[src/rtl/core/ptss_pkg.sv]
// Shared types and constants for the priority time-slice scheduler.
// Used by the scheduler top level and its checker; depends on nothing.
package ptss_pkg;

    localparam int DEF_MAX_TASKS = 16;
    localparam int DEF_LEVELS    = 3;

    localparam int OP_W      = 3;
    localparam int TASK_ID_W = 4;
    localparam int PRI_W     = 2;
    localparam int SLICE_W   = 16;

    localparam logic [SLICE_W-1:0] SLICE_RESET = 16'd10;

    localparam logic [OP_W-1:0] OP_TICK     = 3'd0;
    localparam logic [OP_W-1:0] OP_SCHEDULE = 3'd1;
    localparam logic [OP_W-1:0] OP_SET_PRI  = 3'd2;
    localparam logic [OP_W-1:0] OP_SET_RUN  = 3'd3;
    localparam logic [OP_W-1:0] OP_REMOVE   = 3'd4;

    localparam logic STATUS_OK     = 1'b0;
    localparam logic STATUS_REJECT = 1'b1;

    typedef struct packed {
        logic [OP_W-1:0]      opcode;
        logic [TASK_ID_W-1:0] task_id;
        logic [PRI_W-1:0]     new_priority;
    } cmd_t;

    typedef struct packed {
        logic                 run_valid;
        logic [TASK_ID_W-1:0] run_id;
        logic                 switched;
        logic                 expired;
        logic [SLICE_W-1:0]   slice_remaining;
        logic                 status_code;
    } res_t;

endpackage

[src/rtl/core/ptss_ram.sv]
// Generic single-write, single-read synchronous RAM with a registered read.
// Stand-alone; no package dependencies.
module ptss_ram #(
    parameter int WIDTH = 8,
    parameter int DEPTH = 16
) (
    input  logic                     clk,
    input  logic                     we,
    input  logic [$clog2(DEPTH)-1:0] waddr,
    input  logic [WIDTH-1:0]         wdata,
    input  logic [$clog2(DEPTH)-1:0] raddr,
    output logic [WIDTH-1:0]         rdata
);

    logic [WIDTH-1:0] mem [DEPTH];

    always_ff @(posedge clk)
    begin
        if (we)
        begin
            mem[waddr] <= wdata;
        end
        rdata <= mem[raddr];
    end

endmodule

[src/rtl/core/priority_time_slice_scheduler_top.sv]
// Priority time-slice scheduler: top level with its sequencer and task table.
// Depends on ptss_pkg and ptss_ram.
//
// One command item is taken at a time and gives exactly one result item. A tick that does
// not expire, or a rejected command, takes the fewest steps; set running with a requeue,
// or a priority change of a ready task, takes the most. The length of an item is set by the
// task table RAM, which holds level, slice count and queue links of every task: each link
// change is a read of the neighbour entry followed by a write in the next cycle, and the
// sequencer performs these one after another. The running task's level and count are kept
// in registers while it runs. Presence of a task is held in one flip-flop per task that
// reset clears, so no clearing pass runs after reset. The slice length register may be
// written at any time the block is idle.
module priority_time_slice_scheduler_top
    import ptss_pkg::*;
#(
    parameter int MAX_TASKS = DEF_MAX_TASKS,
    parameter int LEVELS    = DEF_LEVELS
) (
    input  logic               clk,
    input  logic               rst_n,
    input  logic               cmd_valid,
    output logic               cmd_ready,
    input  cmd_t               cmd,
    output logic               res_valid,
    input  logic               res_ready,
    output res_t               res,
    input  logic               cfg_valid,
    output logic               cfg_ready,
    input  logic [SLICE_W-1:0] cfg_data
);

    localparam int TW    = $clog2(MAX_TASKS);
    localparam int LW    = $clog2(LEVELS);
    localparam int P_LSB = 0;
    localparam int N_LSB = TW;
    localparam int S_LSB = 2 * TW;
    localparam int L_LSB = 2 * TW + SLICE_W;
    localparam int WW    = L_LSB + LW;

    typedef enum logic [9:0] {
        S_IDLE    = 10'b00_0000_0001,
        S_PUSH    = 10'b00_0000_0010,
        S_PUSH_WR = 10'b00_0000_0100,
        S_RD_REQ  = 10'b00_0000_1000,
        S_RD      = 10'b00_0001_0000,
        S_ULP_WR  = 10'b00_0010_0000,
        S_ULN_WR  = 10'b00_0100_0000,
        S_PICK_A  = 10'b00_1000_0000,
        S_PICK_B  = 10'b01_0000_0000,
        S_DONE    = 10'b10_0000_0000
    } state_t;

    state_t             state_reg, state_next;
    logic [OP_W-1:0]    op_reg, op_next;
    logic [TW-1:0]      tid_reg, tid_next;
    logic [LW-1:0]      pri_reg, pri_next;
    logic               status_reg, status_next;
    logic               expired_reg, expired_next;
    logic               was_present_reg, was_present_next;
    logic [TW-1:0]      was_slot_reg, was_slot_next;
    logic               run_present_reg, run_present_next;
    logic [TW-1:0]      run_slot_reg, run_slot_next;
    logic [SLICE_W-1:0] run_slice_reg, run_slice_next;
    logic [LW-1:0]      run_level_reg, run_level_next;
    logic [MAX_TASKS-1:0] valid_reg, valid_next;
    logic [TW-1:0]      head_reg [LEVELS];
    logic [TW-1:0]      head_next [LEVELS];
    logic [TW-1:0]      tail_reg [LEVELS];
    logic [TW-1:0]      tail_next [LEVELS];
    logic [LEVELS-1:0]  occ_reg, occ_next;
    logic [TW-1:0]      push_idx_reg, push_idx_next;
    logic [LW-1:0]      push_lvl_reg, push_lvl_next;
    logic [SLICE_W-1:0] push_slice_reg, push_slice_next;
    logic               push_tail_reg, push_tail_next;
    logic               pend_push_reg, pend_push_next;
    logic               pend_read_reg, pend_read_next;
    logic               pend_pick_reg, pend_pick_next;
    logic [WW-1:0]      ent_reg, ent_next;
    logic               ul_fix_n_reg, ul_fix_n_next;
    logic [TW-1:0]      nb_idx_reg, nb_idx_next;
    logic               nb_set_next_reg, nb_set_next_next;
    logic [LW-1:0]      pick_lvl_reg, pick_lvl_next;
    logic [SLICE_W-1:0] slice_length_reg;
    logic               res_valid_reg, res_valid_next;
    res_t               res_reg, res_next;

    logic               ram_we;
    logic [TW-1:0]      ram_waddr, ram_raddr;
    logic [WW-1:0]      ram_wdata, ram_rdata;
    logic [LW-1:0]      rd_level;
    logic [SLICE_W-1:0] rd_slice;
    logic [TW-1:0]      rd_next_link, rd_prev_link;

    assign rd_level     = ram_rdata[L_LSB +: LW];
    assign rd_slice     = ram_rdata[S_LSB +: SLICE_W];
    assign rd_next_link = ram_rdata[N_LSB +: TW];
    assign rd_prev_link = ram_rdata[P_LSB +: TW];

    ptss_ram #(
        .WIDTH (WW),
        .DEPTH (MAX_TASKS)
    ) u_task_ram (
        .clk   (clk),
        .we    (ram_we),
        .waddr (ram_waddr),
        .wdata (ram_wdata),
        .raddr (ram_raddr),
        .rdata (ram_rdata)
    );

    assign cmd_ready = (state_reg == S_IDLE);
    assign cfg_ready = 1'b1;
    assign res_valid = res_valid_reg;
    assign res       = res_reg;

    // Next step of an item: pushes come first, then the read of the named task, then a pick.
    function automatic state_t dispatch(input logic p, input logic r, input logic k);
        state_t s;
        if (p)
            s = S_PUSH;
        else if (r)
            s = S_RD_REQ;
        else if (k)
            s = S_PICK_A;
        else
            s = S_DONE;
        return s;
    endfunction

    always_comb
    begin
        logic          tid_ok;
        logic          pri_ok;
        logic          is_present;
        logic          is_running;
        logic          is_ready;
        logic [TW-1:0] ti;
        logic [LW-1:0] lvl;
        logic [LW-1:0] fl;
        logic          found;
        logic [WW-1:0] wd;

        state_next       = state_reg;
        op_next          = op_reg;
        tid_next         = tid_reg;
        pri_next         = pri_reg;
        status_next      = status_reg;
        expired_next     = expired_reg;
        was_present_next = was_present_reg;
        was_slot_next    = was_slot_reg;
        run_present_next = run_present_reg;
        run_slot_next    = run_slot_reg;
        run_slice_next   = run_slice_reg;
        run_level_next   = run_level_reg;
        valid_next       = valid_reg;
        head_next        = head_reg;
        tail_next        = tail_reg;
        occ_next         = occ_reg;
        push_idx_next    = push_idx_reg;
        push_lvl_next    = push_lvl_reg;
        push_slice_next  = push_slice_reg;
        push_tail_next   = push_tail_reg;
        pend_push_next   = pend_push_reg;
        pend_read_next   = pend_read_reg;
        pend_pick_next   = pend_pick_reg;
        ent_next         = ent_reg;
        ul_fix_n_next    = ul_fix_n_reg;
        nb_idx_next      = nb_idx_reg;
        nb_set_next_next = nb_set_next_reg;
        pick_lvl_next    = pick_lvl_reg;
        res_valid_next   = res_valid_reg && !res_ready;
        res_next         = res_reg;
        ram_we           = 1'b0;
        ram_waddr        = '0;
        ram_wdata        = '0;
        ram_raddr        = '0;
        wd               = '0;
        found            = 1'b0;
        fl               = '0;

        ti         = TW'(cmd.task_id);
        tid_ok     = (int'(cmd.task_id) < MAX_TASKS);
        pri_ok     = (int'(cmd.new_priority) < LEVELS);
        is_present = tid_ok && valid_reg[ti];
        is_running = is_present && run_present_reg && (run_slot_reg == ti);
        is_ready   = is_present && !is_running;
        lvl        = push_lvl_reg;

        unique case (state_reg)
            S_IDLE:
            begin
                if (cmd_valid)
                begin
                    op_next          = cmd.opcode;
                    tid_next         = ti;
                    pri_next         = LW'(cmd.new_priority);
                    was_present_next = run_present_reg;
                    was_slot_next    = run_slot_reg;
                    status_next      = STATUS_OK;
                    expired_next     = 1'b0;
                    pend_push_next   = 1'b0;
                    pend_read_next   = 1'b0;
                    pend_pick_next   = 1'b0;
                    unique case (cmd.opcode)
                        OP_TICK:
                        begin
                            if (run_present_reg)
                            begin
                                if (run_slice_reg <= SLICE_W'(1))
                                begin
                                    expired_next     = 1'b1;
                                    run_present_next = 1'b0;
                                    push_idx_next    = run_slot_reg;
                                    push_lvl_next    = run_level_reg;
                                    push_slice_next  = slice_length_reg;
                                    push_tail_next   = 1'b1;
                                    pend_push_next   = 1'b1;
                                    pend_pick_next   = 1'b1;
                                end
                                else
                                begin
                                    run_slice_next = run_slice_reg - SLICE_W'(1);
                                end
                            end
                        end
                        OP_SCHEDULE:
                        begin
                            pend_pick_next = !run_present_reg;
                        end
                        OP_SET_PRI:
                        begin
                            if (!tid_ok || !pri_ok)
                            begin
                                status_next = STATUS_REJECT;
                            end
                            else if (!is_present)
                            begin
                                valid_next[ti]  = 1'b1;
                                push_idx_next   = ti;
                                push_lvl_next   = LW'(cmd.new_priority);
                                push_slice_next = slice_length_reg;
                                push_tail_next  = 1'b0;
                                pend_push_next  = 1'b1;
                            end
                            else if (is_ready)
                            begin
                                pend_read_next = 1'b1;
                            end
                            else
                            begin
                                run_level_next = LW'(cmd.new_priority);
                            end
                        end
                        OP_SET_RUN:
                        begin
                            if (!is_present)
                            begin
                                status_next = STATUS_REJECT;
                            end
                            else if (is_ready)
                            begin
                                if (run_present_reg)
                                begin
                                    run_present_next = 1'b0;
                                    push_idx_next    = run_slot_reg;
                                    push_lvl_next    = run_level_reg;
                                    push_slice_next  = run_slice_reg;
                                    push_tail_next   = 1'b0;
                                    pend_push_next   = 1'b1;
                                end
                                pend_read_next = 1'b1;
                            end
                        end
                        OP_REMOVE:
                        begin
                            if (!is_present)
                            begin
                                status_next = STATUS_REJECT;
                            end
                            else
                            begin
                                valid_next[ti] = 1'b0;
                                if (is_ready)
                                begin
                                    pend_read_next = 1'b1;
                                end
                                else
                                begin
                                    run_present_next = 1'b0;
                                    run_slot_next    = '0;
                                end
                            end
                        end
                        default:
                        begin
                            status_next = STATUS_REJECT;
                        end
                    endcase
                    state_next = dispatch(pend_push_next, pend_read_next, pend_pick_next);
                end
            end

            S_PUSH:
            begin
                pend_push_next = 1'b0;
                ram_we         = 1'b1;
                ram_waddr      = push_idx_reg;
                if (!occ_reg[lvl])
                begin
                    occ_next[lvl]  = 1'b1;
                    head_next[lvl] = push_idx_reg;
                    tail_next[lvl] = push_idx_reg;
                    ram_wdata      = {lvl, push_slice_reg, {TW{1'b0}}, {TW{1'b0}}};
                    state_next     = dispatch(1'b0, pend_read_reg, pend_pick_reg);
                end
                else if (push_tail_reg)
                begin
                    ram_wdata        = {lvl, push_slice_reg, {TW{1'b0}}, tail_reg[lvl]};
                    ram_raddr        = tail_reg[lvl];
                    nb_idx_next      = tail_reg[lvl];
                    nb_set_next_next = 1'b1;
                    tail_next[lvl]   = push_idx_reg;
                    state_next       = S_PUSH_WR;
                end
                else
                begin
                    ram_wdata        = {lvl, push_slice_reg, head_reg[lvl], {TW{1'b0}}};
                    ram_raddr        = head_reg[lvl];
                    nb_idx_next      = head_reg[lvl];
                    nb_set_next_next = 1'b0;
                    head_next[lvl]   = push_idx_reg;
                    state_next       = S_PUSH_WR;
                end
            end

            S_PUSH_WR:
            begin
                // The old head or tail gets its link to the pushed task.
                wd = ram_rdata;
                if (nb_set_next_reg)
                    wd[N_LSB +: TW] = push_idx_reg;
                else
                    wd[P_LSB +: TW] = push_idx_reg;
                ram_we     = 1'b1;
                ram_waddr  = nb_idx_reg;
                ram_wdata  = wd;
                state_next = dispatch(pend_push_reg, pend_read_reg, pend_pick_reg);
            end

            S_RD_REQ:
            begin
                // Issued in the cycle after any write, so a just-patched entry reads back correctly.
                ram_raddr      = tid_reg;
                pend_read_next = 1'b0;
                state_next     = S_RD;
            end

            S_RD:
            begin
                ent_next = ram_rdata;
                if ((op_reg == OP_SET_PRI) && (rd_level == pri_reg))
                begin
                    state_next = dispatch(1'b0, 1'b0, pend_pick_reg);
                end
                else
                begin
                    if (op_reg == OP_SET_PRI)
                    begin
                        push_idx_next   = tid_reg;
                        push_lvl_next   = pri_reg;
                        push_slice_next = rd_slice;
                        push_tail_next  = 1'b0;
                        pend_push_next  = 1'b1;
                    end
                    if (op_reg == OP_SET_RUN)
                    begin
                        run_present_next = 1'b1;
                        run_slot_next    = tid_reg;
                        run_slice_next   = rd_slice;
                        run_level_next   = rd_level;
                    end
                    if (head_reg[rd_level] == tid_reg)
                    begin
                        if (tail_reg[rd_level] == tid_reg)
                            occ_next[rd_level] = 1'b0;
                        else
                            head_next[rd_level] = rd_next_link;
                        state_next = dispatch(pend_push_next, 1'b0, pend_pick_reg);
                    end
                    else
                    begin
                        ram_raddr = rd_prev_link;
                        if (tail_reg[rd_level] == tid_reg)
                        begin
                            tail_next[rd_level] = rd_prev_link;
                            ul_fix_n_next       = 1'b0;
                        end
                        else
                        begin
                            ul_fix_n_next = 1'b1;
                        end
                        state_next = S_ULP_WR;
                    end
                end
            end

            S_ULP_WR:
            begin
                wd                = ram_rdata;
                wd[N_LSB +: TW]   = ent_reg[N_LSB +: TW];
                ram_we            = 1'b1;
                ram_waddr         = ent_reg[P_LSB +: TW];
                ram_wdata         = wd;
                if (ul_fix_n_reg)
                begin
                    ram_raddr  = ent_reg[N_LSB +: TW];
                    state_next = S_ULN_WR;
                end
                else
                begin
                    state_next = dispatch(pend_push_reg, 1'b0, pend_pick_reg);
                end
            end

            S_ULN_WR:
            begin
                wd              = ram_rdata;
                wd[P_LSB +: TW] = ent_reg[P_LSB +: TW];
                ram_we          = 1'b1;
                ram_waddr       = ent_reg[N_LSB +: TW];
                ram_wdata       = wd;
                state_next      = dispatch(pend_push_reg, 1'b0, pend_pick_reg);
            end

            S_PICK_A:
            begin
                pend_pick_next = 1'b0;
                for (int i = LEVELS - 1; i >= 0; i--)
                begin
                    if (occ_reg[i])
                    begin
                        found = 1'b1;
                        fl    = LW'(i);
                    end
                end
                if (found)
                begin
                    ram_raddr     = head_reg[fl];
                    pick_lvl_next = fl;
                    state_next    = S_PICK_B;
                end
                else
                begin
                    state_next = S_DONE;
                end
            end

            S_PICK_B:
            begin
                if (tail_reg[pick_lvl_reg] == head_reg[pick_lvl_reg])
                    occ_next[pick_lvl_reg] = 1'b0;
                else
                    head_next[pick_lvl_reg] = rd_next_link;
                run_present_next = 1'b1;
                run_slot_next    = head_reg[pick_lvl_reg];
                run_slice_next   = rd_slice;
                run_level_next   = rd_level;
                state_next       = S_DONE;
            end

            S_DONE:
            begin
                if (!res_valid_reg || res_ready)
                begin
                    res_valid_next           = 1'b1;
                    res_next.run_valid       = run_present_reg;
                    res_next.run_id          = run_present_reg ? TASK_ID_W'(run_slot_reg) : '0;
                    res_next.switched        = (was_present_reg != run_present_reg) ||
                                               (run_present_reg && (was_slot_reg != run_slot_reg));
                    res_next.expired         = expired_reg;
                    res_next.slice_remaining = run_present_reg ? run_slice_reg : '0;
                    res_next.status_code     = status_reg;
                    state_next               = S_IDLE;
                end
            end

            default:
            begin
                state_next = S_IDLE;
            end
        endcase
    end

    always_ff @(posedge clk or negedge rst_n)
    begin
        if (!rst_n)
        begin
            state_reg        <= S_IDLE;
            run_present_reg  <= 1'b0;
            run_slot_reg     <= '0;
            valid_reg        <= '0;
            occ_reg          <= '0;
            pend_push_reg    <= 1'b0;
            pend_read_reg    <= 1'b0;
            pend_pick_reg    <= 1'b0;
            slice_length_reg <= SLICE_RESET;
            res_valid_reg    <= 1'b0;
        end
        else
        begin
            state_reg       <= state_next;
            run_present_reg <= run_present_next;
            run_slot_reg    <= run_slot_next;
            valid_reg       <= valid_next;
            occ_reg         <= occ_next;
            pend_push_reg   <= pend_push_next;
            pend_read_reg   <= pend_read_next;
            pend_pick_reg   <= pend_pick_next;
            res_valid_reg   <= res_valid_next;
            if (cfg_valid)
            begin
                slice_length_reg <= cfg_data;
            end
        end
    end

    always_ff @(posedge clk)
    begin
        op_reg          <= op_next;
        tid_reg         <= tid_next;
        pri_reg         <= pri_next;
        status_reg      <= status_next;
        expired_reg     <= expired_next;
        was_present_reg <= was_present_next;
        was_slot_reg    <= was_slot_next;
        run_slice_reg   <= run_slice_next;
        run_level_reg   <= run_level_next;
        head_reg        <= head_next;
        tail_reg        <= tail_next;
        push_idx_reg    <= push_idx_next;
        push_lvl_reg    <= push_lvl_next;
        push_slice_reg  <= push_slice_next;
        push_tail_reg   <= push_tail_next;
        ent_reg         <= ent_next;
        ul_fix_n_reg    <= ul_fix_n_next;
        nb_idx_reg      <= nb_idx_next;
        nb_set_next_reg <= nb_set_next_next;
        pick_lvl_reg    <= pick_lvl_next;
        res_reg         <= res_next;
    end

endmodule

[config.mk]
export PLATFORM = sky130hd
export DESIGN_NAME = priority_time_slice_scheduler_top
export DESIGN_NICKNAME = d
export VERILOG_FILES = /design/src/rtl/core/ptss_pkg.sv /design/src/rtl/core/ptss_ram.sv /design/src/rtl/core/priority_time_slice_scheduler_top.sv
export SDC_FILE = /design/constraint.sdc
export NUM_CORES = 1
export LEC_CHECK = 0
export ABC_AREA = 1
export BUFFER_PORTS_ARGS = -buffer_cell sky130_fd_sc_hd__buf_2
export CAP_MARGIN = 20
export CELL_PAD_IN_SITES_DETAIL_PLACEMENT = 1
export CELL_PAD_IN_SITES_GLOBAL_PLACEMENT = 1
export CORE_MARGIN = 2
export CORE_UTILIZATION = 45
export CTS_CLUSTER_SIZE = 8
export DETAILED_ROUTE_END_ITERATION = 16
export GPL_TIMING_DRIVEN = 0
export PLACE_DENSITY = 0.8
export SLEW_MARGIN = 20
export SYNTH_ARGS = -nofsm -noshare
export SYNTH_HDL_FRONTEND = slang
export SYNTH_SLANG_ARGS = --single-unit
[constraint.sdc]
create_clock -name clk -period 5.8 [get_ports clk]
set_clock_uncertainty 0.1 [all_clocks]
set_input_delay 0.58 -clock clk [delete_from_list [all_inputs] [get_ports clk]]
set_output_delay 0.58 -clock clk [all_outputs]
set_load 0.03 [all_outputs]
## Word-level counts from Yosys, hierarchy flattened

Memories as Yosys holds them, arrays and structs flattened. A register that Yosys moved wholly into a read port is not among the register bits.
Index checks and enable logic that the tools add are counted.

- Input port bits: 30
- Output and inout port bits: 27
- RAM bits: 416
- Memories: 1
- Register bits: 175

- Equal/unequal tests: 59
- Reductions and logical operators: 49
- $lt $le $gt $ge: 17
- Bitwise gates (word level): 14
- Add/sub/neg operators: 1
- Mux-type cells: 223

Memories:

| name | depth | bits a word | rd ports | clocked after memory_dff | write ports | line | RTL |
|---|---|---|---|---|---|---|---|
| u_task_ram.mem | 16 | 26 | 1 | 1 | 1 | ptss_ram.sv:15 | `logic [WIDTH-1:0] mem [DEPTH];` |

Operators with widths:

| kind | number |
|---|---|
| $mux W16 | 19 |
| $mux W4 | 41 |
| $mux W10 | 15 |
| $mux W12 | 11 |
| $pmux W26 S4 | 1 |
| $pmux W10 S10 | 1 |
| $pmux W16 S3 | 2 |
| $pmux W16 S2 | 2 |
| $bwmux W12 | 5 |
| $mux W1 | 60 |
| $bmux W4 S2 | 7 |
| $mux W2 | 21 |
| $pmux W12 S3 | 1 |
| $ne A2 B2 Y1 const B | 17 |
| $ne A3 B3 Y1 const B | 11 |
| $demux W4 S2 | 3 |
| $pmux W12 S2 | 1 |
| $pmux W4 S3 | 2 |
| $pmux W4 S5 | 1 |
| $pmux W1 S3 | 6 |
| $reduce_and A6 Y1 | 3 |
| $and A16 B16 Y16 | 1 |
| $eq A4 B4 Y1 | 4 |
| $le A16 B1 Y1 const B | 1 |
| 60 further kinds | 127 |

## Depth between registers and ports, before layout

- Depth after elaboration: 16
- Gate-level depth with buffers: 19

## Modules after synthesis

From an unflattened synthesis, not the netlist that was laid out.

- Cells, all modules: 3,051
- Area, all modules: 28,830.2 µm²

By module, submodules not included:

| module | seq. area each (µm²) | cells each | area an instance (µm²) | instances |
|---|---|---|---|---|
| ptss_ram | 13,012.5 | 1,727 | 18,313.8 | 1 |
| priority_time_slice_scheduler_top | 4,988.5 | 1,324 | 10,516.3 | 1 |

## Worst setup path before layout

OpenSTA, ideal clock, no wires.

- Kind: reg2reg
- From: register state_reg[0]
- To: register push_idx_reg[0] (enable)
- Buffers on the path: 2
- Setup time: 0.461 ns
- Clock period less this slack: 4.461 ns
- Data required time: 5.239 ns
- Cell stages (with the launch flop): 9
- Data arrival time: 3.900 ns
- Path slack: 1.339 ns
- Cell sequence: dfstp_2 -> nor2_1 -> nand2_2 -> nor2_2 -> inv_1 -> clkbuf_1 -> buf_1 -> o21ai_0 -> nor4_1

- Word-level cells in the longest chain between the ends: 3
- Elaborated cells between the ends (all ways): 15

RTL lines:

| what | line | RTL |
|---|---|---|
| start, declared | priority_time_slice_scheduler_top.sv:53 | `state_t state_reg, state_next;` |
| start signal, assigned | priority_time_slice_scheduler_top.sv:511 | `state_reg <= state_next;` |
| $eq A10 B1 Y1 / $eq A10 B5 Y1 (equally long branches) | priority_time_slice_scheduler_top.sv:189 | `unique case (state_reg)` |
| $ne A4 B1 Y1 (no line), or another cell as far along | n/a |  |
| $reduce_and A12 Y1 (no line) (*) | n/a |  |
| end signal, assigned | priority_time_slice_scheduler_top.sv:540 | `push_idx_reg <= push_idx_next;` |
| end, declared | priority_time_slice_scheduler_top.sv:71 | `logic [TW-1:0] push_idx_reg, push_idx_next;` |

Mark *: on every way between the ends. The rest lies on a longest branch, timed or not.
A chain may end at the register's enable or synchronous reset.

## Worst setup path in the final report

- From: register state_reg[0]
- To: register push_slice_reg[9] (enable)

- Word-level cells in the longest chain between the ends: 3
- Elaborated cells between the ends (all ways): 15

RTL lines:

| what | line | RTL |
|---|---|---|
| $eq A10 B1 Y1 / $eq A10 B5 Y1 (equally long branches) | priority_time_slice_scheduler_top.sv:189 |  |
| $ne A4 B1 Y1 (no line), or another cell as far along | n/a |  |
| $reduce_and A12 Y1 (no line) (*) | n/a |  |
| end signal, assigned | priority_time_slice_scheduler_top.sv:542 | `push_slice_reg <= push_slice_next;` |
| end, declared | priority_time_slice_scheduler_top.sv:73 | `logic [SLICE_W-1:0] push_slice_reg, push_slice_next;` |

Marked as above.

==> impl_metrics.yaml <==
power:
  power.switching_w: 0.003196
  netSwitchingFraction_pct: 27.58
  p_comb_share_pct: 11.2
  power_w: 0.01159
  power_density_nw_per_um2: 345.7
  p_leak_nw: 13.85
  power.internal_w: 0.008393
  power.share.clock_pct: 42.7
  vdd_drop_max_uv: 343.3
  power_frac_seq_pct: 46.1
cells_and_area:
  final_nets: 3117
  largest_register_ffs: 416
  synthToLayoutAreaGrowth_pct: 16.94
  multiInputGateArea_um2: 8356
  regArea_um2: 18000
  finish.utilization_pct: 53.15
  drive_gt1_share_pct: 11.52
  finalNonFillerCells: 3999
  nFillCells: 7002
cts:
  cts_setup_buffers: 0
  numCtsBuffers: 88
  cts-root-buf: "clkbuf_16"
  max-clock-path-buffers: 3
  clock-sinks: 617
  cts_resized: 0
  cts.reportedPaths.clkPinSlew_ps: 60
  cts_hold_buf: 1
  cts_tree: "built"
  clk_latency_ps: 680
  htreeDepth: 3
timing:
  fmax_ghz: 0.2254
  relSlewSlack_pct: 22.96
  hold_violations: 0
  maxSlewViolCount: 0
  worstMarginPinSlew_ps: 1156
  fin_setup_tns_ps: 0
  timing.final.crit_share_pct: 76.49
  period_minus_slack_ps: 4437
  rsz0062_at_grt: "false"
  finalSetupViolCount: 0
  timing.hold.ws_ps: 12.81
synth:
  yosysMostFrequentCell: "nand2_1"
  async_reset_ff_share_pct: 8.752
  synth_cells: 2894
  synthFlopType: "edfxtp_1"
  yosys-top-cells-count: "nand2_1 (587), edfxtp_1 (537), nand3_1 (520)"
  synth-edff-count: 537
  syn_area_um2: 28670
  yosysTopAreaCell: "edfxtp_1"
  synth-warning-count: 0
  synth.area.top_cells: "edfxtp_1 (56%), nand3_1 (9.1%), nand2_1 (7.7%)"
  synth-seq-area-share_pct: 62.78
  yosysTopAreaCellShare_pct: 56.24
  synth-seq-cells: 617
  syn_area_per_cell_um2: 9.908
  synth.distinct_cells: 49
  synth_nets: 2926
global_route:
  overflow: 0
  grt_max_degree: 55
  first_global_vias: 25570
  antenna_found_initial: 0
  grt_pass1_wl_um: 159800
  track_usage_pct: 32.65
worst_setup_path:
  critPathTopFamily: "buffers and inverters"
  crit_start: "state_reg[0]$_DFFE_PN1P_"
  cpMostUsedCell: "buf_2"
  crit_path_end_kind: "flip-flop"
  crit_path_start_kind: "flip-flop"
  cp_slowest_cell: "nor4_2"
  r2r_start: "state_reg[0]$_DFFE_PN1P_"
  cp_max_fo: 10
  crit_arrival_ps: 4680
  critical_path_buf_inv_count: 6
  path_class: "flip-flop to flip-flop"
  cp.required_ps: 6050
  critical_path.max_stage_delay_ps: 660
  cp_cell_sequence: "nor2_1 > nand2_2 > nor2_2 > inv_1 > clkbuf_1 > buf_1 > o21ai_0 > nor4_2 > buf_2 > buf_2 > buf_2"
place:
  hpwlAfterDp_um: 73850
  placement.io_buffers: 54
  gp_congestion: 0.9064
  placed_cells: 3840
die:
  fp.dieH_um: 256.4
  rows: 92
  die-area_um2: 65750
  io_pins: 57
  dieWidth_um: 256.4
  initial_core_util_pct: 45.45
  core_um2: 63080
worst_hold_path:
  hp-class: "input pin to flip-flop"
  min_from: "cfg_data[13]"
detailed_routing:
  drcViolationCount: 0
  final_antenna_net_count: 0
  vias_per_cell: 5.997
  wire_per_inst_um: 27.03
  drt_iter0_drc: 2562
  vias: 23980
  drt-pass1-iter-count: 5
  drt_wl_total_um: 108100
job:
  cap_violations: 0
status:
  status: "finished clean"
## tightest hold or removal path, cell delays in order
cell     delay [ps]
buf_2            80
nand2_1          40
o21ai_0          60
## power by group through the flow
stage	clock [W]	sequential, W	combinational [W]
CTS	0.00496	0.00534	0.00128
floorplan	0	0.00543	0.000730
finish	0.00495	0.00534	0.00130
global route	0.00513	0.00536	0.00142
detailed placement	0	0.00542	0.00125
global placement	0	0.00542	0.00116
## worst paths after layout
path	endpoint	slack, ps	depth (start not counted)
setup / recovery	push_slice_reg[9]$_DFFE_PP_	1360	11
hold / removal	slice_length_reg[13]$_DFFE_PN0P_	10	3
setup reg to reg	push_slice_reg[9]$_DFFE_PP_	1360	11
hold reg to reg	res[17]$_DFFE_PP_	320	0
max in group asynchronous	slice_length_reg[0]$_DFFE_PN0P_	4620	2
min in group asynchronous	async pin	430	2
## per-stage QoR
step,setup slack (ps),cell area [um2]
floorplan,1339,28670
global placement,-904.5,30000
detailed placement,1507,30870
CTS,1462,33520
global route,1115,33530
finish,1363,33530
## cell usage in the layout, fill, tap and decap left out, drive strengths merged, types with 9 or more instances in the layout
| cell | netlist | routed |
|---|---|---|
| o21ai | 134 | 134 |
| dfxtp | 26 | 26 |
| nor3 | 17 | 17 |
| nand4 | 12 | 12 |
| xor2 | 11 | 11 |
| nor2 | 122 | 122 |
| nand3b | 79 | 79 |
| o22ai | 20 | 20 |
| clkbuf | 42 | 191 |
| clkinv | 2 | 9 |
| inv | 482 | 483 |
| edfxtp | 537 | 537 |
| o221ai | 19 | 19 |
| nand3 | 520 | 520 |
| o211ai | 30 | 30 |
| a21oi | 35 | 35 |
| a31oi | 9 | 9 |
| buf | 94 | 194 |
| dfrtp | 51 | 51 |
| a22oi | 11 | 11 |
| nand2 | 594 | 594 |
| mux2 | 13 | 13 |
## per-layer routing
metal  GRT usage (%)  vias up  routed length (um)
met5               0        -                   0
met4           19.53        0                6762
met3           5.210      400                8694
met2           54.32     1370               51730
met1           40.25    12020               40890
li1                -    10200                   -
## area by class of cell
type / instances / area share, %
clock inverters: 8 / 0.5150
flip-flops and latches: 617 / 53.69
clock buffers: 149 / 7.344
plain buffers: 136 / 2.105
inverters: 484 / 5.419
diodes: 1 / 0.007464
multi-input cells: 1657 / 24.92
well taps: 846 / 3.157
repair buffers: 101 / 2.844
## cell families (layout without fill, tap and decap cells)
| logic type | after synthesis | count (layout) | share of synthesized area (%) |
|---|---|---|---|
| buffers and inverters | 620 | 878 | 8.793 |
| multiplexers | 13 | 13 | 0.5106 |
| flip-flops | 617 | 617 | 62.78 |
| adder cells (fa/ha/maj) | 2 | 2 | 0.08726 |
| XOR/XNOR | 15 | 15 | 0.4582 |
| AO/OA/AOI/OAI | 279 | 279 | 5.878 |
| AND/OR/NAND/NOR | 1347 | 1347 | 21.48 |
| other | 1 | 2 | 0.01308 |
(Power assumes the default switching activity.)
